$ cat src/hdl/twps_pkg.sv
// Shared types and constants of the tuple position-weight scorer.
`timescale 1ns / 1ps
`default_nettype none

package twps_pkg;

  localparam int unsigned LANES    = 4;   // tuple registers, one read lane each
  localparam int unsigned TUPLE_W  = 8;
  localparam int unsigned BASE_W   = 2;
  localparam int unsigned WIN_W    = 8;
  localparam int unsigned POS_W    = 6;
  localparam int unsigned IDX_W    = 7;
  localparam int unsigned TBL_DEPTH = 128;
  localparam int unsigned WEIGHT_W = 24;
  localparam int unsigned SUM_W    = 32;
  localparam int unsigned CNT_W    = 8;
  localparam int unsigned LEN_W    = 3;
  localparam int unsigned SEQ_W    = 6;
  localparam int unsigned ADDR_W   = 5;
  localparam int unsigned DATA_W   = 32;

  localparam logic [LEN_W-1:0] RST_TUPLE_LEN   = 3'd1;
  localparam logic [LEN_W-1:0] RST_TUPLE_COUNT = 3'd1;
  localparam logic [SEQ_W-1:0] RST_SEQ_LEN     = 6'd25;

  typedef enum logic [2:0] {
    REG_TUPLE_LEN   = 3'd0,
    REG_TUPLE_COUNT = 3'd1,
    REG_SEQ_LEN     = 3'd2,
    REG_TUPLE_A     = 3'd3,
    REG_TUPLE_B     = 3'd4,
    REG_TUPLE_C     = 3'd5,
    REG_TUPLE_D     = 3'd6
  } reg_idx_e;

  typedef enum logic {
    ACT_BASE   = 1'b0,
    ACT_WEIGHT = 1'b1
  } action_e;

  typedef struct packed {
    logic [LEN_W-1:0]                 tuple_len;
    logic [LEN_W-1:0]                 tuple_count;
    logic [SEQ_W-1:0]                 seq_len;
    logic [LANES-1:0][TUPLE_W-1:0]    tuples;
  } cfg_t;

  typedef struct packed {
    logic             last;
    logic [LANES-1:0] hit;
  } cmd_t;

endpackage

`default_nettype wire

$ cat src/hdl/twps_wmem.sv
// One bank of the weight table: one write port, one registered read port.
`timescale 1ns / 1ps
`default_nettype none

module twps_wmem (
  input  wire logic                              clk_i,
  input  wire logic                              wr_en_i,
  input  wire logic [twps_pkg::IDX_W-1:0]        wr_addr_i,
  input  wire logic [twps_pkg::WEIGHT_W-1:0]     wr_data_i,
  input  wire logic                              rd_en_i,
  input  wire logic [twps_pkg::IDX_W-1:0]        rd_addr_i,
  output logic      [twps_pkg::WEIGHT_W-1:0]     rd_data_o
);

  logic [twps_pkg::WEIGHT_W-1:0] mem [twps_pkg::TBL_DEPTH];
  logic [twps_pkg::WEIGHT_W-1:0] rd_data_q;

  always_ff @(posedge clk_i) begin
    if (wr_en_i) begin
      mem[wr_addr_i] <= wr_data_i;
    end
  end

  always_ff @(posedge clk_i) begin
    if (rd_en_i) begin
      rd_data_q <= mem[rd_addr_i];
    end
  end

  assign rd_data_o = rd_data_q;

endmodule

`default_nettype wire

$ cat config.mk
export PLATFORM = sky130hd
export DESIGN_NAME = twps_wmem
export DESIGN_NICKNAME = d
export VERILOG_FILES = /design/src/hdl/twps_pkg.sv /design/src/hdl/twps_wmem.sv
export SDC_FILE = /design/constraint.sdc
export NUM_CORES = 2
export LEC_CHECK = 0
export BUFFER_PORTS_ARGS = -buffer_cell sky130_fd_sc_hd__buf_2
export CORE_MARGIN = 3
export CORE_UTILIZATION = 40
export DETAILED_ROUTE_END_ITERATION = 10
export GPL_TIMING_DRIVEN = 0
export HOLD_SLACK_MARGIN = 0.08
export PLACE_DENSITY_LB_ADDON = 0.1
export SLEW_MARGIN = 20
export SYNTH_ARGS = -nofsm -noshare
export SYNTH_HDL_FRONTEND = slang
export SYNTH_SLANG_ARGS = --single-unit
$ cat constraint.sdc
create_clock -name clk_i -period 3.5 [get_ports clk_i]
set_input_delay 0.175 -clock clk_i [delete_from_list [all_inputs] [get_ports clk_i]]
set_output_delay 0.175 -clock clk_i [all_outputs]
set_load 0.01 [all_outputs]
-- Yosys cells after proc, flatten, opt, wreduce, memory -nomap -nowiden
Memory sizes are Yosys's and may differ from the RTL's. A register that Yosys moved wholly into a read port is not among the register bits.
Cells that the tools add are included.
- flip-flop bits (word level): 0
- RAM bits: 3072
- memories: 1
- memories (memory ; depth ; width ; read ports ; clocked after Yosys merged registers in ; wr ports ; RTL line ; text):
    mem ; 128 ; 24 ; 1 ; 1 ; 1 ; twps_wmem.sv:15 ; logic [twps_pkg::WEIGHT_W-1:0] mem [twps_pkg::TBL_DEPTH];
- mux-type cells: 2
- operators by type and width (kind ; number):
    $mux 1 ; 2

-- Logic depth before layout (Yosys ltp)
- word-level depth: 2
- depth in mapped cells: 8

-- Worst setup path before layout
Ideal clock, no wire load.
- kind: input-to-reg
- start point: in rd_addr_i[0] (netlist name)
- end point: reg rd_data_q, in the netlist rd_data_o[0] (read register of mem) (data pin)
- arrival: 2.692 ns
- slack: 0.549 ns
- cell stages on the path: 7
- path buffers: 3
- path through: clkbuf_1 > buf_2 > clkbuf_1 > mux4_2 > mux4_2 > mux4_2 > mux2_2
- RTL lines (element ; RTL line ; text):
    start: declaration ; twps_wmem.sv:11 ; input wire logic [twps_pkg::IDX_W-1:0] rd_addr_i,
    end: declaration ; twps_wmem.sv:16 ; logic [twps_pkg::WEIGHT_W-1:0] rd_data_q;

==> flow_summary.toml <==
[outcome]
outcome = "complete, but fails checks"
violations = "setup timing"

[clocking]
clk_path_buf_depth = 4
tritoncts = "done"
clock_latency_ns = 0.89
cts_buffers = 334
post_cts_buffers = 0
ctsHtreeMaxLevel = 5
root_buffer = "clkbuf_16"
clk_pin_slew_ns = 0.06
clock_sinks = 3096

[synthesis]
synthArstFlopShare_pct = 0
yosys.area.top_type = "edfxtp_1"
ys.flop_type = "edfxtp_1"
synth_common_cells = "edfxtp_1, mux4_2, clkbuf_1"
ys.warnings.count = 0
synth_most_common_cell = "edfxtp_1"
synth-edff-count = 3096
syn-mean-instance-area_um2 = 25.92
synth_top_cell_area_share_pct = 79.04
synth.cell_area_mm2 = 0.1176
ys_ff_latch = 3096
syn-instance-count = 4538
syn-num-nets = 4579
synth.distinct_cells = 15
seq_area_frac_synth_pct = 79.04
yosys-top-cells-area = "edfxtp_1, mux4_2, clkbuf_1, nor2_1, buf_2"

[timing]
hold_slack_ns = 0.2140
setup_slack_ns = -0.02873
setup_viol = 3
final_max_slew_viol_count = 0
relSlewSlack_pct = 18.17
finalHoldViolCount = 0
worstMarginPinSlew_ns = 1.228
period_minus_slack_ns = 3.529
fin_skew_ns = 0.02146
period_share_pct = 100.8
clock.fmax_mhz = 283.4

[global_route]
grt_pass1_vias = 53960
grt_max_degree = 109
grt_pass1_wl_mm = 448.3
antenna_found_initial = 43
grt-ovfl-total = 0
grt_usage_pct = 21.50

[die]
io_pins = 65
dieWidth_um = 548.3
die_height_um = 548.3
die-area_mm2 = 0.3006
num_rows = 198
core_mm2 = 0.2918
start_util_pct = 40.30

[critical_path]
cp.required_ns = 4.13
crit_type = "primary input to register"
timing.rr.start = "mem[6][10]"
startpoint_type = "primary input"
startpoint = "rd_addr_i[0]"
cp-end-kind = "register"
cp_max_fo = 11
cp.arrival_ns = 4.16

[job]
cap_violations = 0

[final_layout]
drive_gt1_share_pct = 36.34
final_nets = 5183
syn_to_final_growth_pct = 18.02
nFillCells = 23770

[power]
ir_drop_mv = 0.4614
total_power_mw = 79.25
powerDensity_mw_per_mm2 = 570.9
p_leak_nw = 42.36

[detailed_routing]
first_iter_violations = 5975
drt_wl_total_mm = 323.6
post_drt_wl_per_cell_um = 34.60
ant_nets = 0
vias = 53270
drtPass1Iterations = 7
vias_per_cell = 5.696
drc = 0

[worst_hold_path]
min_from = "wr_addr_i[0]"
worstHoldPathType = "primary input to register"

[placement]
routabilityCongestion = 0.8707
post-dp-hpwl_mm = 222.1
portBuffers = 53
-- worst paths after layout --
| check | end | slack [ns] | cells past startpoint |
|---|---|---|---|
| hold reg to reg | rd_data_o[9] | 1.28 | 4 |
| hold / removal | mem[99][23] | 0.21 | 3 |
| setup / recovery | rd_data_o[10] | -0.03 | 8 |
| setup reg to reg | rd_data_o[10] | 0.61 | 4 |
-- timing repair --
item	in CTS	in global routing
hold endpoints to repair	2829	0
setup endpoints to repair	24	8
gates resized for setup	23	4
hold buffers	29	0
cloned	0	0
-- cells by family after synthesis --
logic type	Yosys count	synth area share [%]
flops	3096	79.04
buf+inv	240	0.8361
simple gates	170	0.5925
mux	1032	19.53
-- metrics by stage --
step	setup slack (ns)	setup TNS (ns)	utilization [%]	area, um2	instances
4_1_cts	0.01127	0	47.51	138600	9293
2_1_floorplan	0.5486	0	-	117600	4538
6_report	-0.02873	-0.07623	47.57	138800	9352
3_3_place_gp	-2.737	-3291.46	42.07	122800	8491
3_5_place_dp	-1.513	-33.85	43.84	128000	8678
5_1_grt	-0.03687	-0.1034	47.55	138800	9333
-- report_power, final --
| group | internal, mW | switching [mW] | total [mW] |
|---|---|---|---|
| Sequential | 41.0 | 0.0377 | 41.0 |
| Clock | 19.6 | 14.2 | 33.8 |
| Combinational | 1.62 | 2.78 | 4.39 |
-- layout by cell type, fill, tap and decap left out, types with 9 or more instances in the layout --
| cell | instances |
|---|---|
| edfxtp_1 | 3096 |
| mux4_2 | 1008 |
| clkbuf_16 | 345 |
| clkbuf_1 | 186 |
| nor2_4 | 119 |
| buf_16 | 93 |
| buf_2 | 81 |
| clkinv_1 | 66 |
| buf_12 | 60 |
| diode_2 | 59 |
| clkbuf_2 | 56 |
| clkinv_2 | 41 |
| buf_4 | 39 |
| buf_6 | 32 |
| dlygate4sd3_1 | 29 |
| mux2_2 | 24 |
| bufinv_16 | 21 |
| buf_1 | 14 |
| nand2_1 | 14 |
| nand3_1 | 12 |
| nor3_2 | 9 |
-- area by class of cell --
class                           count  area, um2  area share, %
Sequential cell                  3096      92970          66.97
Multi-Input combinational cell   1202      24610          17.73
Clock buffer                      432       8960          6.455
Tap cell                         3900       4880          3.515
Timing Repair Buffer              269       4745          3.418
Clock inverter                    155       1385         0.9978
Buffer                            239       1119         0.8058
Antenna cell                       59      147.6         0.1064
-- per-layer routing --
layer  vias to the layer above  GRT usage, %  routed length [um]
li1                      21340             -                   -
met1                     29850         31.81              141600
met2                      1723         33.18              152300
met3                       356         4.462               22890
met4                         6         4.629                6724
met5                         -             0                  33
-- sequential cells by signal, indices dropped and copies added (netlist names) --
name	count
rd_data_o	24
mem	3072
-- critical path: stages --
cell      delay, ns
clkbuf_1       0.21
buf_2          0.44
buf_4          0.47
buf_2          0.49
mux4_2         0.55
mux4_2         0.59
mux4_2         0.75
mux2_2         0.40
Power figures use the tool's default switching activity.
