<file path="src/hdl/twps_pkg.sv">
// Shared types and constants of the tuple position-weight scorer.
`timescale 1ns / 1ps
`default_nettype none

package twps_pkg;

  localparam int unsigned LANES    = 4;   // tuple registers, one read lane each
  localparam int unsigned TUPLE_W  = 8;
  localparam int unsigned BASE_W   = 2;
  localparam int unsigned WIN_W    = 8;
  localparam int unsigned POS_W    = 6;
  localparam int unsigned IDX_W    = 7;
  localparam int unsigned TBL_DEPTH = 128;
  localparam int unsigned WEIGHT_W = 24;
  localparam int unsigned SUM_W    = 32;
  localparam int unsigned CNT_W    = 8;
  localparam int unsigned LEN_W    = 3;
  localparam int unsigned SEQ_W    = 6;
  localparam int unsigned ADDR_W   = 5;
  localparam int unsigned DATA_W   = 32;

  localparam logic [LEN_W-1:0] RST_TUPLE_LEN   = 3'd1;
  localparam logic [LEN_W-1:0] RST_TUPLE_COUNT = 3'd1;
  localparam logic [SEQ_W-1:0] RST_SEQ_LEN     = 6'd25;

  typedef enum logic [2:0] {
    REG_TUPLE_LEN   = 3'd0,
    REG_TUPLE_COUNT = 3'd1,
    REG_SEQ_LEN     = 3'd2,
    REG_TUPLE_A     = 3'd3,
    REG_TUPLE_B     = 3'd4,
    REG_TUPLE_C     = 3'd5,
    REG_TUPLE_D     = 3'd6
  } reg_idx_e;

  typedef enum logic {
    ACT_BASE   = 1'b0,
    ACT_WEIGHT = 1'b1
  } action_e;

  typedef struct packed {
    logic [LEN_W-1:0]                 tuple_len;
    logic [LEN_W-1:0]                 tuple_count;
    logic [SEQ_W-1:0]                 seq_len;
    logic [LANES-1:0][TUPLE_W-1:0]    tuples;
  } cfg_t;

  typedef struct packed {
    logic             last;
    logic [LANES-1:0] hit;
  } cmd_t;

endpackage

`default_nettype wire

</file>
<file path="src/hdl/twps_accum.sv">
// Accumulate stage: one saturating add per matched lane, result register.
`timescale 1ns / 1ps
`default_nettype none

module twps_accum (
  input  wire logic                                            clk_i,
  input  wire logic                                            rst_ni,
  input  wire logic                                            load_i,
  input  wire twps_pkg::cmd_t                                  cmd_i,
  input  wire logic [twps_pkg::LANES-1:0][twps_pkg::WEIGHT_W-1:0] rdata_i,
  output logic                                                 ready_o,
  input  wire logic                                            out_ready_i,
  output logic                                                 out_valid_o,
  output logic signed [twps_pkg::SUM_W-1:0]                    increment_o,
  output logic [twps_pkg::CNT_W-1:0]                           match_count_o,
  output logic                                                 saturated_o
);

  localparam int unsigned SEL_W = (twps_pkg::LANES > 1) ? $clog2(twps_pkg::LANES) : 1;
  localparam int unsigned EXT_W = twps_pkg::SUM_W + 1;

  logic                                s1_valid_q;
  twps_pkg::cmd_t                      cmd_q;
  logic signed [twps_pkg::SUM_W-1:0]   acc_q, acc_n;
  logic [twps_pkg::CNT_W-1:0]          cnt_q, cnt_n;
  logic                                clip_q, clip_n;
  logic                                out_valid_q;
  logic signed [twps_pkg::SUM_W-1:0]   out_inc_q;
  logic [twps_pkg::CNT_W-1:0]          out_cnt_q;
  logic                                out_sat_q;

  logic [SEL_W-1:0]                    sel;
  logic [twps_pkg::LANES-1:0]          rem;
  logic [twps_pkg::WEIGHT_W-1:0]       w;
  logic [EXT_W-1:0]                    sum_ext;
  logic                                ovf;
  logic                                any_hit;
  logic                                out_free;
  logic                                step;
  logic                                done;

  // Lowest pending lane goes first.
  always_comb begin
    sel = '0;
    for (int l = twps_pkg::LANES - 1; l >= 0; l--) begin
      if (cmd_q.hit[l]) begin
        sel = SEL_W'(l);
      end
    end
  end

  assign rem     = cmd_q.hit & (cmd_q.hit - twps_pkg::LANES'(1));
  assign any_hit = |cmd_q.hit;
  assign w       = rdata_i[sel];
  assign sum_ext = {acc_q[twps_pkg::SUM_W-1], acc_q} +
                   {{(EXT_W - twps_pkg::WEIGHT_W){w[twps_pkg::WEIGHT_W-1]}}, w};
  assign ovf     = sum_ext[EXT_W-1] != sum_ext[EXT_W-2];

  always_comb begin
    acc_n  = acc_q;
    cnt_n  = cnt_q;
    clip_n = clip_q;
    if (any_hit) begin
      cnt_n = cnt_q + twps_pkg::CNT_W'(1);
      if (ovf) begin
        clip_n = 1'b1;
        acc_n  = sum_ext[EXT_W-1] ? {1'b1, {(twps_pkg::SUM_W-1){1'b0}}}
                                  : {1'b0, {(twps_pkg::SUM_W-1){1'b1}}};
      end else begin
        acc_n = sum_ext[twps_pkg::SUM_W-1:0];
      end
    end
  end

  assign out_free = !out_valid_q || out_ready_i;
  assign step     = s1_valid_q && ((rem != '0) || !cmd_q.last || out_free);
  assign done     = step && (rem == '0);
  assign ready_o  = !s1_valid_q || done;

  always_ff @(posedge clk_i or negedge rst_ni) begin
    if (!rst_ni) begin
      s1_valid_q  <= 1'b0;
      cmd_q       <= '0;
      acc_q       <= '0;
      cnt_q       <= '0;
      clip_q      <= 1'b0;
      out_valid_q <= 1'b0;
    end else begin
      // Take a new base over a finishing one; otherwise retire matched lanes.
      if (load_i) begin
        s1_valid_q <= 1'b1;
        cmd_q      <= cmd_i;
      end else begin
        if (done) begin
          s1_valid_q <= 1'b0;
        end
        if (step) begin
          cmd_q.hit <= rem;
        end
      end
      if (done && cmd_q.last) begin
        out_valid_q <= 1'b1;
      end else if (out_ready_i) begin
        out_valid_q <= 1'b0;
      end
      if (step) begin
        if (done && cmd_q.last) begin
          acc_q  <= '0;
          cnt_q  <= '0;
          clip_q <= 1'b0;
        end else begin
          acc_q  <= acc_n;
          cnt_q  <= cnt_n;
          clip_q <= clip_n;
        end
      end
    end
  end

  always_ff @(posedge clk_i) begin
    if (done && cmd_q.last) begin
      out_inc_q <= acc_n;
      out_cnt_q <= cnt_n;
      out_sat_q <= clip_n;
    end
  end

  assign out_valid_o   = out_valid_q;
  assign increment_o   = out_inc_q;
  assign match_count_o = out_cnt_q;
  assign saturated_o   = out_sat_q;

`ifndef SYNTHESIS
  // A new result comes only from the closing base of a sequence.
  a_result_from_last: assert property (@(posedge clk_i) disable iff (!rst_ni)
    $rose(out_valid_q) |-> $past(s1_valid_q && cmd_q.last && done))
    else $error("result raised without a finishing last base");

  // A finished sequence waiting on a full result register is held.
  a_last_held: assert property (@(posedge clk_i) disable iff (!rst_ni)
    (s1_valid_q && cmd_q.last && (rem == '0) && out_valid_q && !out_ready_i)
    |=> (s1_valid_q && cmd_q.last))
    else $error("last base dropped while result register full");

  // No match means nothing was added.
  a_zero_matches: assert property (@(posedge clk_i) disable iff (!rst_ni)
    (out_valid_q && (out_cnt_q == '0)) |-> ((out_inc_q == '0) && !out_sat_q))
    else $error("nonzero score without matches");
`endif

endmodule

`default_nettype wire

</file>
<file path="config.mk">
export PLATFORM = sky130hd
export DESIGN_NAME = twps_accum
export DESIGN_NICKNAME = d
export VERILOG_FILES = /design/src/hdl/twps_pkg.sv /design/src/hdl/twps_accum.sv
export SDC_FILE = /design/constraint.sdc
export NUM_CORES = 1
export LEC_CHECK = 0
export BUFFER_PORTS_ARGS = -buffer_cell sky130_fd_sc_hd__buf_2
export CAP_MARGIN = 20
export CELL_PAD_IN_SITES_DETAIL_PLACEMENT = 0
export CELL_PAD_IN_SITES_GLOBAL_PLACEMENT = 2
export CORE_MARGIN = 3
export CORE_UTILIZATION = 34
export CTS_CLUSTER_SIZE = 24
export DETAILED_ROUTE_END_ITERATION = 6
export GPL_TIMING_DRIVEN = 0
export HOLD_SLACK_MARGIN = 0.12
export PLACE_DENSITY_LB_ADDON = 0.1
export SYNTH_ARGS = -nofsm -noshare
export SYNTH_HDL_FRONTEND = slang
export SYNTH_SLANG_ARGS = --single-unit
</file>
<file path="constraint.sdc">
create_clock -name clk_i -period 6.6 [get_ports clk_i]
set_clock_uncertainty 0.1 [all_clocks]
set_input_delay 0.66 -clock clk_i [delete_from_list [all_inputs] [get_ports clk_i]]
set_output_delay 0.66 -clock clk_i [all_outputs]
set_load 0.05 [all_outputs]
</file>
Word level (Yosys, flattened, before mapping)
Index checks and enable logic that the tools add are counted.

word-level totals
  bits in registers = 89
  output and inout port bits = 43
  logic and storage cells = 53
  input port bits = 105

cells by class
  $lt $le $gt $ge = 1
  reductions and logical operators = 16
  mux-type cells = 21
  $add $sub $neg = 3
  eq/ne operators = 1
  bitwise gates (word level) = 1

operators with widths
  cell                                                number
  two-way mux 32 bit                                  4
  binary-select mux 24 bit (select 2 bit)             1
  adder 32 x 24 -> 33 bit                             1
  two-way mux 24 bit                                  1
  two-way mux 8 bit                                   2
  adder 8 x 1 -> 8 bit, second input constant         1
  two-way mux 2 bit                                   4
  two-way mux 4 bit                                   2
  two-way mux 1 bit                                   7
  nonzero test 2 bit                                  3
  bitwise AND 4 bit                                   1
  logical NOT 4 bit                                   1
  logical OR 1 bit                                    4
  nonzero test 4 bit                                  1
  OR reduction 4 bit                                  1
  subtractor 4 x 1 -> 4 bit, second input constant    1
  logical AND 1 bit                                   3
  logical NOT 1 bit                                   3
  < comparator 2 x 3 -> 1 bit, second input constant  1
  != test 1 bit                                       1

Longest topological paths before layout
  depth in word-level cells = 11
  mapped depth = 18
  mapped depth without buffers = 15

Worst setup path after synthesis
OpenSTA, ideal clock, no wires.

  kind = register to register
  from = register cmd_q[3] in the netlist's numbering
  to = register out_inc_q (netlist bit increment_o[9]) (data pin)
  cell stages (with the launch flop) = 16
  path slack = 2.025 ns
  setup time = 0.260 ns
  arrival = 4.215 ns
  buffers on the path = 2
  data required time = 6.240 ns
  clock period less this slack = 4.575 ns
  path through = dfrtp_1 > o21ai_1 > buf_2 > mux4_2 > ha_1 > fa_1 > a211oi_2 > o211ai_2 > a21oi_2 > o21ai_4 > a41oi_2 > nand3_2 > and2_4 > buf_6 > a21boi_1 > mux2_4

between the ends
  cells in the longest elaborated chain, start to end = 10
  elaborated cells between the ends (all ways) = 12

RTL lines
  element                                              line                                text
  from (decl)                                          twps_accum.sv:23                    twps_pkg::cmd_t cmd_q;
  from (signal assigned)                               twps_accum.sv:92                    cmd_q <= cmd_i;
  two-way mux 2 bit (4 in series)                      twps_accum.sv:46                    if (cmd_q.hit[l]) begin
  binary-select mux 24 bit (select 2 bit)              twps_accum.sv:54                    assign w = rdata_i[sel];
  two-way mux 24 bit (implied by the code)             twps_accum.sv:54
  adder 32 x 24 -> 33 bit                              twps_accum.sv:55                    assign sum_ext = {acc_q[twps_pkg::SUM_W-1], acc_q} +
  two-way mux 32 bit or != test 1 bit (tied branches)  twps_accum.sv:67, twps_accum.sv:57
  two-way mux 32 bit                                   twps_accum.sv:65                    if (ovf) begin
  two-way mux 32 bit *                                 twps_accum.sv:63                    if (any_hit) begin
  net acc_n (one bit)                                  twps_accum.sv:24                    logic signed [twps_pkg::SUM_W-1:0] acc_q, acc_n;
  to (signal assigned)                                 twps_accum.sv:122                   out_inc_q <= acc_n;
  to (decl)                                            twps_accum.sv:28                    logic signed [twps_pkg::SUM_W-1:0] out_inc_q;

Mark *: on every way through the listed nets, which the timed path passes. The rest lies on a longest branch. The select of a mux whose other input is x is not followed.
A chain may end at the register's enable or synchronous reset.

Worst setup path after layout
  from = register cmd_q[3] in the netlist's numbering
  to = register out_inc_q (netlist bit increment_o[20]) (data pin)

The elaborated chain is that of the path after synthesis.

==> metrics <==
status=completed; Die ar.=0.0206 mm²; number of max-cap violations=0; Setup Crit Path Kind=flip-flop to flip-flop; area grow syn2layout=20.9%; vias in the first global route=around 5700; Yosys top cell area share=19.2%; r2r worst-path depth=16; Mapped Nets=~800; H-tree depth=3; Synth Area per Inst=~9.5 µm²; most numerous cell in the Yosys netlist=nand2_1; global-route wire length before repair=between 30 and 40 mm; total global routing overflow=0; Sw Share=~50%; Internal Power=roughly 2.1 mW; critical path endpoint category=flip-flop; RSZ-0062 raised after global routing=no; clk root buf=clkbuf_16; TritonCTS clock tree=done; slowest CP cell=o21ai_1; leak pwr=3.43 nW; reg2reg end=increment_o[20]; Main synth FF type=dfrtp_1; setup violators final=0; Vias=5826; Synth area leader=edfxtp_1; Rows=a little under 50; Mapped Cells=674; Post-Place Worst Slack=between 1 and 1.5 ns; Cell Chain, Critical Path=o21ai_1, buf_2, mux4_2, ha_1, fa_1, a211oi_2, o211ai_2, a21oi_2, o21ai_4, a41oi_2, nand3_2, and2_4, buf_6, buf_6, a21oi_2, a21oi_1; VDD IR max=~0.17 mV; Slew @ Worst Pin=roughly 1.1 ns; synth warn=0; Final Hold Fails=0; RD Place Congestion=0.884; wirelength, routed=approximately 21 mm; IO Count=148; largest net degree at the start of global routing=36; CP required=roughly 6.6 ns; clock sink count=89; fin nets=roughly 970; R2R setup slack=about 1.2 ns; RR Startpoint=cmd_q[3]; Final Cycle Share=81.1%; ant diodes=0; slowest stage delay, CP=0.64 ns; clock-pin transition on the worst setup and hold timing paths=~0.07 ns; DRC=0; EDFF count, synth=41; initial DRC count=approximately 360; TNS Setup=0 ns; WP data arrival=5.33 ns; final setup margin=1.25 ns; antenna-violating nets left=0; Core ar.=0.0183 mm²; initial antenna violation count=0; post-layout util=about 43%; PD cells=roughly 540 mW/mm²; Die X=143 µm; post-synthesis instance area=~0.0064 mm²; Post-DP HPWL=approximately 16 mm; worst hold path type=primary input to async pin; Port Buffers=approximately 150; Vert. Die Dim=around 140 µm; CTS Buffer Depth=2; fill count=~1800; synthesis-stage register bit count=between 80 and 90; # hold bufs at CTS=0; Psw=2.12 mW; Async SR Flop Fraction=53.9%; routed vias/inst=around 5.5; Tmin final=5.35 ns; Seq pwr share=23.1%; Relative slew margins=25.0%; fraction of layout cells with a size suffix above 1=between 20% and 30%; Clk Latency, worst-skew pair=about 0.36 ns; post-route cell area=between 0.007 and 0.008 mm²; Global Route Usage Sum=between 20% and 30%; top cells by area, synth=edfxtp_1 (19%), dfrtp_1 (19%), mux4_2 (8.4%), ha_1 (6.4%), a21oi_1 (5.7%); Wirelength per Cell=19.5 µm; sequential-to-total area share from yosys stat=between 30% and 40%; number of detailed-route iterations in the first pass=5; clock network fraction of total power=12.2%; Startpoint Class=flip-flop; CTS Buf Count=9; starting density of the core=about a third; Peak Freq=approximately 190 MHz; PostCTS Resize Cnt=0; placed inst area=roughly 0.0075 mm²; worst-path maximum fanout=10; max-slew violations=0; Cell variety after synth=63; Combinational Power Share=around 65%; Post-synth top cells=nand2_1 (88), a21oi_1 (73), nor2_1 (58), dfrtp_1 (48), edfxtp_1 (41); Post CTS Setup Buffer Count=0
[worst max-delay path by stage]
stage | start | cells past startpoint | to | slack [ns]
finish | cmd_q[3] | 16 | increment_o[20] | 1.25
global route | cmd_q[3] | 16 | increment_o[20] | 0.87
CTS | cmd_q[3] | 16 | increment_o[20] | 1.12
detailed placement | cmd_q[3] | 16 | increment_o[20] | 1.16
global placement | cmd_q[3] | 16 | increment_o[20] | 1.19
floorplan | cmd_q[3] | 15 | increment_o[9] | 2.03
[cell type report]
class	count	area, µm²	share of cell area (%)
Timing Repair Buffer	148	771	9.92
Inverter	12	45.0	0.580
Multi-Input combinational cell	533	3740	48.1
Sequential cell	89	2430	31.3
Tap cell	229	287	3.69
Clock inverter	6	51.3	0.660
Buffer	40	221	2.85
Clock buffer	10	229	2.95
[placed cells by master, fill, tap and decap left out, types with 5 or more instances in the layout]
cell type	instances
edfxtp_1	41
o21ai_0	37
nand4_1	10
mux4_2	24
a21oi_1	73
o211ai_1	10
clkbuf_1	20
nand2_1	88
o21ai_1	28
o21a_1	5
a21oi_2	5
buf_2	158
a21o_1	14
a31oi_1	12
o21bai_1	6
ha_1	33
dfrtp_1	48
nor2_1	57
xnor2_1	15
a211oi_1	7
inv_1	12
nor3_1	5
buf_6	6
xor2_1	20
clkbuf_16	9
a211o_1	5
nand3_1	20
[metal layers]
metal	wire (µm)	vias to the layer above	track usage, %	part of all wire (%)
li1	-	2824	-	-
met1	10100	2828	29.3	49
met2	9610	157	32.7	46
met3	817	17	2.30	3.9
met4	235	0	5.10	1.1
met5	0	-	0	0
[registers in the layout, indices dropped and copies added (netlist names)]
signal,cells
acc_q,32
clip_q,1
cmd_q,5
cnt_q,8
increment_o,32
match_count_o,8
out_valid_o,1
s1_valid_q,1
saturated_o,1
[logic make-up (layout without fill, tap and decap cells)]
group / count (synthesis) / count (layout) / share of synthesized area, %
buffers and inverters: 52 / 216 / 4.15
adder cells (fa/ha/maj): 34 / 34 / 6.74
XOR/XNOR: 35 / 35 / 4.77
flip-flops: 89 / 89 / 37.8
multiplexers: 27 / 27 / 8.97
AND/OR/NAND/NOR: 203 / 203 / 13.9
AO/OA/AOI/OAI: 234 / 234 / 23.6
[through the flow]
stage                     total power [mW]  hold WS (ns)  std cells
after detailed placement              3.69         0.382       1051
final                                 4.21         0.136       1067
after CTS                             4.23         0.137       1067
after global routing                  4.54         0.159       1067
after floorplan                       3.01         0.264        674
after global placement                3.68         0.375       1049
[critical path, delay by kind of cell (launching register included)]
kind	cells	cell delay, ns
buf+inv	3	0.74
flops	1	0.43
simple gates	2	0.34
mux	1	0.59
fa+ha+maj	2	0.70
compound gates	8	2.15
[power groups by stage]
stage,clock network (mW),registers [mW],logic [mW]
floorplan,0,1.24,1.76
CTS,0.527,0.974,2.73
finish,0.513,0.972,2.72
detailed placement,0,0.984,2.71
global placement,0,0.983,2.70
global route,0.543,0.997,3.00
Note: power is estimated with default switching activity, not from simulation.
