==> src/hdl/twps_pkg.sv <==
// Shared types and constants of the tuple position-weight scorer.
`timescale 1ns / 1ps
`default_nettype none

package twps_pkg;

  localparam int unsigned LANES    = 4;   // tuple registers, one read lane each
  localparam int unsigned TUPLE_W  = 8;
  localparam int unsigned BASE_W   = 2;
  localparam int unsigned WIN_W    = 8;
  localparam int unsigned POS_W    = 6;
  localparam int unsigned IDX_W    = 7;
  localparam int unsigned TBL_DEPTH = 128;
  localparam int unsigned WEIGHT_W = 24;
  localparam int unsigned SUM_W    = 32;
  localparam int unsigned CNT_W    = 8;
  localparam int unsigned LEN_W    = 3;
  localparam int unsigned SEQ_W    = 6;
  localparam int unsigned ADDR_W   = 5;
  localparam int unsigned DATA_W   = 32;

  localparam logic [LEN_W-1:0] RST_TUPLE_LEN   = 3'd1;
  localparam logic [LEN_W-1:0] RST_TUPLE_COUNT = 3'd1;
  localparam logic [SEQ_W-1:0] RST_SEQ_LEN     = 6'd25;

  typedef enum logic [2:0] {
    REG_TUPLE_LEN   = 3'd0,
    REG_TUPLE_COUNT = 3'd1,
    REG_SEQ_LEN     = 3'd2,
    REG_TUPLE_A     = 3'd3,
    REG_TUPLE_B     = 3'd4,
    REG_TUPLE_C     = 3'd5,
    REG_TUPLE_D     = 3'd6
  } reg_idx_e;

  typedef enum logic {
    ACT_BASE   = 1'b0,
    ACT_WEIGHT = 1'b1
  } action_e;

  typedef struct packed {
    logic [LEN_W-1:0]                 tuple_len;
    logic [LEN_W-1:0]                 tuple_count;
    logic [SEQ_W-1:0]                 seq_len;
    logic [LANES-1:0][TUPLE_W-1:0]    tuples;
  } cfg_t;

  typedef struct packed {
    logic             last;
    logic [LANES-1:0] hit;
  } cmd_t;

endpackage

`default_nettype wire

==> src/hdl/twps_match.sv <==
// Front stage: base window, position, tuple compares and table addresses.
`timescale 1ns / 1ps
`default_nettype none

module twps_match #(
  parameter int unsigned RANK_CAP = 4,
  parameter int unsigned LANE_CAP = 4,
  parameter int unsigned SEQ_CAP  = 32
) (
  input  wire logic                                            clk_i,
  input  wire logic                                            rst_ni,
  input  wire twps_pkg::cfg_t                                  cfg_i,
  input  wire logic                                            accept_i,
  input  wire logic [twps_pkg::BASE_W-1:0]                     base_i,
  output twps_pkg::cmd_t                                       cmd_o,
  output logic [twps_pkg::LANES-1:0][twps_pkg::IDX_W-1:0]      rd_addr_o
);

  localparam int unsigned PW = twps_pkg::POS_W + 1;

  logic [twps_pkg::WIN_W-1:0] window_q, window_d;
  logic [twps_pkg::POS_W-1:0] pos_q, pos_d;

  logic [twps_pkg::LEN_W-1:0] len_eff;
  logic [twps_pkg::LEN_W-1:0] cnt_eff;
  logic [twps_pkg::SEQ_W-1:0] slen_eff;
  logic [twps_pkg::WIN_W-1:0] win_new;
  logic [PW-1:0]              pos_nx;
  logic [PW-1:0]              start;
  logic [PW-1:0]              valid_n;
  logic                       in_range;

  // Compare the newest len bases (top of the window) with a tuple's low bits.
  function automatic logic tuple_hit(input logic [twps_pkg::WIN_W-1:0] win,
                                     input logic [twps_pkg::TUPLE_W-1:0] tup,
                                     input logic [twps_pkg::LEN_W-1:0] len);
    logic hit;
    case (len)
      3'd1:    hit = (tup[1:0] == win[7:6]);
      3'd2:    hit = (tup[3:0] == win[7:4]);
      3'd3:    hit = (tup[5:0] == win[7:2]);
      default: hit = (tup == win);
    endcase
    return hit;
  endfunction

  always_comb begin
    len_eff = cfg_i.tuple_len;
    if (len_eff == '0) begin
      len_eff = 3'd1;
    end
    if (len_eff > twps_pkg::LEN_W'(RANK_CAP)) begin
      len_eff = twps_pkg::LEN_W'(RANK_CAP);
    end
    cnt_eff = cfg_i.tuple_count;
    if (cnt_eff > twps_pkg::LEN_W'(LANE_CAP)) begin
      cnt_eff = twps_pkg::LEN_W'(LANE_CAP);
    end
    slen_eff = cfg_i.seq_len;
    if (slen_eff == '0) begin
      slen_eff = 6'd1;
    end
    if (slen_eff > twps_pkg::SEQ_W'(SEQ_CAP)) begin
      slen_eff = twps_pkg::SEQ_W'(SEQ_CAP);
    end
  end

  assign win_new  = {base_i, window_q[twps_pkg::WIN_W-1:twps_pkg::BASE_W]};
  assign pos_nx   = PW'(pos_q) + PW'(1);
  assign in_range = (pos_nx >= PW'(len_eff)) && (pos_nx <= PW'(slen_eff));
  assign start    = pos_nx - PW'(len_eff);
  assign valid_n  = PW'(slen_eff) - PW'(len_eff) + PW'(1);

  for (genvar l = 0; l < twps_pkg::LANES; l++) begin : g_lane
    if (l < LANE_CAP) begin : g_used
      assign cmd_o.hit[l] = in_range && (twps_pkg::LEN_W'(l) < cnt_eff) &&
                            tuple_hit(win_new, cfg_i.tuples[l], len_eff);
    end else begin : g_unused
      assign cmd_o.hit[l] = 1'b0;
    end
    // Wraps modulo the table depth.
    assign rd_addr_o[l] = twps_pkg::IDX_W'(valid_n * PW'(l) + start);
  end

  assign cmd_o.last = (pos_nx >= PW'(slen_eff));

  always_comb begin
    window_d = window_q;
    pos_d    = pos_q;
    if (accept_i) begin
      if (cmd_o.last) begin
        window_d = '0;
        pos_d    = '0;
      end else begin
        window_d = win_new;
        pos_d    = pos_nx[twps_pkg::POS_W-1:0];
      end
    end
  end

  always_ff @(posedge clk_i or negedge rst_ni) begin
    if (!rst_ni) begin
      window_q <= '0;
      pos_q    <= '0;
    end else begin
      window_q <= window_d;
      pos_q    <= pos_d;
    end
  end

endmodule

`default_nettype wire

==> config.mk <==
export PLATFORM = sky130hd
export DESIGN_NAME = twps_match
export DESIGN_NICKNAME = d
export VERILOG_FILES = /design/src/hdl/twps_pkg.sv /design/src/hdl/twps_match.sv
export SDC_FILE = /design/constraint.sdc
export NUM_CORES = 1
export LEC_CHECK = 0
export ABC_AREA = 1
export BUFFER_PORTS_ARGS = -buffer_cell sky130_fd_sc_hd__buf_2
export CORE_AREA = 2 2 85 87
export CTS_CLUSTER_DIAMETER = 50
export DETAILED_ROUTE_END_ITERATION = 6
export DIE_AREA = 0 0 87 89
export PLACE_DENSITY = 0.85
export SYNTH_ARGS = -nofsm -noshare
export SYNTH_HDL_FRONTEND = slang
export SYNTH_SLANG_ARGS = --single-unit
==> constraint.sdc <==
create_clock -name clk_i -period 7.41 [get_ports clk_i]
set_input_delay 1.482 -clock clk_i [delete_from_list [all_inputs] [get_ports clk_i]]
set_output_delay 1.482 -clock clk_i [all_outputs]
set_load 0.02 [all_outputs]
After elaboration in Yosys (flattened, before gate mapping)
Cells that the tools add are included.
{ "totals": {"wordCells": 61, "in_bits": 49, "regBits": 14, "out_inout_bits": 33} }
{ "classes": {"n_mux": 11, "n_mul": 1, "n_lt_le_gt_ge": 10, "n_eq_ne": 19, "add_sub_neg": 7, "n_reduce_logical": 11} }
{ "op_table": {"columns": ["cell", "n"], "rows": [
  ["== test 8 bit", 4],
  ["== test 6 bit", 4],
  ["adder 7 bit", 3],
  ["2-to-1 mux 6 bit", 3],
  ["== test 4 bit", 4],
  ["case mux 1 bit (3 select lines)", 4],
  ["logical AND 1 bit", 9],
  ["2-to-1 mux 3 bit", 3],
  ["== test 2 bit", 4],
  ["2-to-1 mux 8 bit", 1],
  ["adder 6 x 1 -> 7 bit (second input constant)", 1],
  ["adder 7 x 1 -> 7 bit (second input constant)", 1],
  ["greater-or-equal comparator 7 x 3 -> 1 bit", 1],
  ["greater-or-equal comparator 7 x 6 -> 1 bit", 1],
  ["less-or-equal comparator 7 x 6 -> 1 bit", 1],
  ["multiplier 7 x 2 -> 7 bit (second input constant)", 1],
  ["subtractor 6 x 3 -> 7 bit", 1],
  ["subtractor 7 x 3 -> 7 bit", 1],
  ["== test 3 x 2 -> 1 bit (second input constant)", 2],
  ["greater-than comparator 3 bit (second input constant)", 2],
  ["greater-than comparator 6 bit (second input constant)", 1],
  ["zero test 6 bit", 1],
  ["less-than comparator 1 x 3 -> 1 bit (first input constant)", 2],
  ["less-than comparator 2 x 3 -> 1 bit (first input constant)", 2],
  ["other kinds (2)", 2]
]} }

Logic depth before layout (Yosys ltp)
Gate-level depths: netlist of run 1.
{ "logic_depth": {"ltp_word": 8, "ltp_mapped": 24, "ltp_nobuf": 24} }

Worst setup path before layout of run 1
OpenSTA, ideal clock, no wires.
{ "synth_timing": {"kind": "input -> output", "startpoint": "input cfg_i[43] (netlist name)", "endpoint": "output rd_addr_o[27] (netlist name)", "arrival_time_ns": 4.859, "t_required_ns": 5.928, "n_path_buf": 1, "slack_ns": 1.069, "stages": 24, "cell_sequence": "buf_2 > inv_2 > nand2_1 > inv_1 > ha_1 > inv_1 > ha_1 > inv_1 > fa_1 > o21ai_1 > xor2_1 > inv_1 > fa_1 > ha_1 > nand2_1 > nor2_1 > nand2_1 > o211ai_1 > inv_1 > nand2_1 > nand2_1 > inv_1 > nand3_1 > nand2_1"} }
{ "synth_lines": {"columns": ["element", "line", "text"], "rows": [
  ["start, declared", "twps_match.sv:12", "input wire twps_pkg::cfg_t cfg_i,"],
  ["end, declared", "twps_match.sv:16", "output logic [twps_pkg::LANES-1:0][twps_pkg::IDX_W-1:0] rd_addr_o"]
]} }

==> results of run 1 <==
-- routing by layer --
metal / wire length (µm) / track usage (%) / share of wire (%)
met1: 3790 / 28.9 / 44
met2: 4140 / 42.9 / 48
met3: 539 / 2.59 / 6.2
met4: 172 / 6.53 / 2.0
met5: 0 / 0 / 0
-- worst max-delay path: stages --
cell      delay (ns)
buf_2           0.20
inv_2           0.08
nand2_1         0.15
inv_1           0.10
ha_1            0.30
inv_1           0.06
ha_1            0.16
inv_1           0.06
fa_1            0.39
o21ai_1         0.17
xor2_1          0.26
inv_1           0.15
fa_1            0.48
ha_1            0.34
nand2_1         0.08
nor2_1          0.09
nand2_1         0.05
o211ai_1        0.11
inv_1           0.06
nand2_1         0.06
nand2_1         0.06
inv_1           0.06
nand3_1         0.06
nand2_1         0.05
buf_2           0.15
-- cells by family after synthesis --
logic type / after synthesis / share of synthesized area, %
XOR/XNOR: 54 / 14.1
buffers and inverters: 101 / 12.4
flip-flops: 12 / 8.97
AND/OR/NAND/NOR: 259 / 38.0
AO/OA/AOI/OAI: 50 / 8.15
adder cells (fa/ha/maj): 43 / 18.3
-- synthesized netlist by cell type, types with 2 or more instances --
| cell type | count | area (µm²) |
|---|---|---|
| clkbuf_1 | 2 | 7.51 |
| o21ai_0 | 6 | 30.0 |
| nand3_2 | 3 | 30.0 |
| inv_2 | 5 | 18.8 |
| xor2_1 | 26 | 228 |
| a31oi_1 | 3 | 18.8 |
| nand2_1 | 116 | 435 |
| buf_4 | 4 | 30.0 |
| nor3_1 | 3 | 15.0 |
| ha_1 | 33 | 413 |
| or2_2 | 15 | 93.8 |
| o21ai_1 | 10 | 50.1 |
| nand4_1 | 21 | 131 |
| nand3_1 | 43 | 215 |
| buf_2 | 10 | 50.1 |
| nand3b_1 | 3 | 22.5 |
| a21oi_1 | 23 | 115 |
| inv_1 | 78 | 293 |
| nand2_4 | 5 | 56.3 |
| o22ai_1 | 2 | 12.5 |
| a21o_1 | 2 | 15.0 |
| fa_1 | 10 | 200 |
| nor2_1 | 36 | 135 |
| xnor2_1 | 28 | 245 |
| nand2_2 | 7 | 43.8 |
| dfrtp_1 | 12 | 300 |
| nor2_2 | 2 | 12.5 |
-- how the worst max path moves through the flow --
stage	slack, ns	endpoint	depth (start not counted)
finish	0.70	rd_addr_o[27]	25
global route	0.29	rd_addr_o[27]	25
CTS	0.69	rd_addr_o[27]	25
floorplan	1.07	rd_addr_o[27]	24
detailed placement	0.70	rd_addr_o[27]	25
global placement	0.82	rd_addr_o[27]	25
-- registers in the layout (all words and copies together) (netlist names) --
register and cells:
pos_q 6, window_q 6
-- area by class of cell --
class                   count  area [µm²]
fillers                   641        2930
clock buffers               3        41.3
multi-input cells         406        2630
well taps                  80         100
inverters                  83         312
repair buffers             81         405
flip-flops and latches     12         300
-- layout by cell type, fill, tap and decap left out, drive strengths merged, types with 2 or more instances in the layout --
cell type | synthesis | routed
nand2 | 128 | 128
nand4 | 22 | 22
nand3 | 47 | 47
nor2 | 40 | 40
a21o | 2 | 2
dfrtp | 12 | 12
fa | 10 | 10
xor2 | 26 | 26
clkbuf | 3 | 3
nand3b | 3 | 3
buf | 15 | 81
nor3 | 3 | 3
o22ai | 2 | 2
a21oi | 23 | 23
a31oi | 3 | 3
inv | 83 | 83
ha | 33 | 33
o21ai | 16 | 16
xnor2 | 28 | 28
or2 | 15 | 15
-- metrics by stage --
| stage | instance area, µm² | utilization [%] | cells |
|---|---|---|---|
| finish | 3790 | 56.4 | 665 |
| global route | 3790 | 56.4 | 665 |
| CTS | 3790 | 56.4 | 665 |
| detailed placement | 3750 | 55.8 | 662 |
| global placement | 3750 | 55.8 | 662 |
| floorplan | 3350 | - | 519 |
==> flow_summary.toml, run 1 <==
[outcome]
status = "finished, final reports clean"

[sta]
setup_ws_ns = 0.696
max_freq_mhz = 149
timing.hold.ws_ns = 0.564
slew-limit-headroom_pct = 52.3
tightestPinTransition_ns = 0.716
setup_viol_count_final = 0
finalHoldViolCount = 0
min_period_ns = 6.71
drv_slew = 0
min_period_over_period_pct = 90.6
fin_tns_setup_ns = 0
rsz0062_at_grt = "false"
fin_skew_ns = 0.00449

[cts]
clk_latency_ns = 0.24
htree_levels = 1
cts_inserted_buffers = 3
ctsResizeCount = 0
postCtsSetupRepairBufs = 0
root_buffer = "clkbuf_8"
cts_tree = "done"
clock_sinks = 12
cts_hold_buf = 0
cts_buffer_depth = 2
cts.clk_slew.worst_paths_ns = 0.05

[placed_design]
dp_slack_ns = 0.700
hpwl_um = 7270
gp_congestion = 0.909
port_buffers = 81

[setup_path]
start_kind = "input pin"
reg2reg_slack_ns = 4.86
cp-end-kind = "output pin"
crit_fanout = 9
crit_start = "cfg_i[43]"
timing.rr.start = "pos_q[0]$_DFFE_PN0P_"
critPathRequiredTime_ns = 5.93
worstPathArrival_ns = 5.23
path_class = "input pin to output pin"
r2r_end = "window_q[2]$_DFFE_PN0P_"
rr_worst_depth = 16

[routing]
postRouteAntennaNets = 0
vias = 3539
routed_wl_um = 8640
drt_iter0_drc = 194
wl_per_cell_um = 13.0
firstDrtPassIters = 5
drcViolationCount = 0
vias_per_cell = 5.32

[global_routing]
grt_usage_pct = 23.4
gr-total-overflow = 0
grt_pass1_vias = 3439
grt_max_degree = 25
grt_pass1_wl_um = 14800
antenna_found_initial = 0

[synth]
syn_nets = 611
synthCells = 519
syn-mean-instance-area_um2 = 6.45
ys_seq_area_share_pct = 8.97
synth_area_mm2 = 0.00335
synth_warnings = 0
async_reset_ff_share_pct = 100
synthFlopType = "dfrtp_1"
synth-edff-count = 0
ys_seq_elements = 12
synth.distinct_cells = 38

[floorplanning]
die_h_um = 89
die-width_um = 87
dieArea_mm2 = 0.00774
initial_utilization_pct = 49.8
core_area_mm2 = 0.00672
rows = 30
ios = 82

[finish]
drive_above_1_share_pct = 21.5
area_delta_synth_final_pct = 13.2
nets = 679
diodes = 0

[worst_hold_path]
min_to = "pos_q[4]$_DFFE_PN0P_"
min_from = "pos_q[4]$_DFFE_PN0P_"
hold_path_class = "flop to flop"
whs_path_depth = 2

[job]
drv_cap = 0
Power of run 1 is left out: the tool's default activity adds up to more than one toggle a clock period on the data nets, which glitch-free logic cannot reach.
==> run 2, diff against run 1 <==
--- a/config.mk
+++ b/config.mk
@@ -12,6 +12,7 @@
 export DETAILED_ROUTE_END_ITERATION = 6
 export DIE_AREA = 0 0 87 89
 export PLACE_DENSITY = 0.85
+export RECOVER_POWER = 25
 export SYNTH_ARGS = -nofsm -noshare
 export SYNTH_HDL_FRONTEND = slang
 export SYNTH_SLANG_ARGS = --single-unit
==> flow_summary.toml, run 2 (synthesis results as in run 1) <==
[finish]
nFillCells = 644
final_cell_mix = "nand2_1 (116), buf_2 (80), inv_1 (78)"
area_delta_synth_final_pct = 13.0
stdcell_area_mm2 = 0.00378
layout_commonest_cell = "nand2_1"
finish.utilization_pct = 56.3
reg.largest.list = "pos_q: 6 flops, window_q: 6 flops"
nets = 679
drive_above_1_share_pct = 21.2
fin_cells = 665
diodes = 0

[cts]
clk_latency_ns = 0.24
postCtsSetupRepairBufs = 0
cts_buffer_depth = 2
htree_levels = 1
cts_inserted_buffers = 3
cts_hold_buf = 0
cts_tree = "done"
cts.clk_slew.worst_paths_ns = 0.05
ctsResizeCount = 0
root_buffer = "clkbuf_8"
clock_sinks = 12

[routing]
wl_per_cell_um = 13.0
drt_iter0_drc = 190
vias = 3549
vias_per_cell = 5.34
routed_wl_um = 8620
postRouteAntennaNets = 0
firstDrtPassIters = 5
drcViolationCount = 0

[global_routing]
grt_max_degree = 25
grt.busiest_layer = "met2"
use_met1_pct = 28.9
met2_usage_pct = 42.9
grt_usage_pct = 23.4
antenna_found_initial = 0
grt_pass1_wl_um = 14800
use_met3_pct = 2.59
gr-total-overflow = 0
grt_pass1_vias = 3439

[setup_path]
cp-end-kind = "output pin"
crit_fanout = 9
timing.rr.start = "pos_q[0]$_DFFE_PN0P_"
path_class = "input pin to output pin"
start_kind = "input pin"
crit_start = "cfg_i[43]"
critPathRequiredTime_ns = 5.93
worstPathArrival_ns = 5.23

[placed_design]
dp_cells = 662
port_buffers = 81
hpwl_um = 7270
gp_congestion = 0.909
place_area_mm2 = 0.00375

[floorplanning]
core_area_mm2 = 0.00672
die-width_um = 87
initial_utilization_pct = 49.8
die_h_um = 89
ios = 82
rows = 30
dieArea_mm2 = 0.00774

[sta]
setup_viol_count_final = 0
slew-limit-headroom_pct = 36.7
tightestPinTransition_ns = 0.946
fin_tns_setup_ns = 0
min_period_ns = 6.71
rsz0062_at_grt = "false"
min_period_over_period_pct = 90.6
fin_skew_ns = 0.00381
drv_slew = 0
max_freq_mhz = 149
finalHoldViolCount = 0

[worst_hold_path]
hold_path_class = "flop to flop"
min_from = "pos_q[4]$_DFFE_PN0P_"

[job]
drv_cap = 0

[outcome]
status = "finished, final reports clean"
[run 2: routing by layer]
metal,up-vias,share of wire [%],routed length (µm)
li1,1792,-,-
met2,136,48,4130
met3,18,6.4,551
met4,0,2.0,172
met5,-,0,0
met1,1603,44,3770
[run 2: layout make-up]
class	count	area, µm²	area share [%]
Clock buffer	3	41.3	1.09
Inverter	83	312	8.24
Multi-Input combinational cell	406	2630	69.4
Sequential cell	12	300	7.94
Tap cell	80	100	2.65
Timing Repair Buffer	81	404	10.7
[run 2: path summary, 6_finish.rpt]
kind	end	slack (ns)	depth (start not counted)
worst max-delay path	rd_addr_o[27]	0.70	25
worst min-delay path	pos_q[4]$_DFFE_PN0P_	0.56	2
worst max register to register	window_q[2]$_DFFE_PN0P_	4.36	16
worst min register to register	pos_q[4]$_DFFE_PN0P_	0.56	2
max in group asynchronous	pos_q[4]$_DFFE_PN0P_	5.79	1
min in group asynchronous	window_q[6]$_DFFE_PN0P_	1.22	1
[run 2: critical path, cell delays in order]
cell      delay, ns
buf_2          0.20
inv_2          0.08
nand2_1        0.15
inv_1          0.10
ha_1           0.30
inv_1          0.06
ha_1           0.16
inv_1          0.06
fa_1           0.39
o21ai_1        0.17
xor2_1         0.26
inv_1          0.15
fa_1           0.48
ha_1           0.34
nand2_1        0.08
nor2_1         0.09
nand2_1        0.05
o211ai_1       0.11
inv_1          0.06
nand2_1        0.06
nand2_1        0.06
inv_1          0.06
nand3_1        0.06
nand2_1        0.05
buf_2          0.15
[run 2: metrics by stage]
step / hold slack [ns] / worst slack (ns)
finish: 0.562 / 0.696
global route: 0.595 / 0.291
CTS: 0.565 / 0.694
detailed placement: 0.558 / 0.700
global placement: 0.540 / 0.823
floorplan: 0.510 / 1.07
Power of run 2 is left out for the same reason.
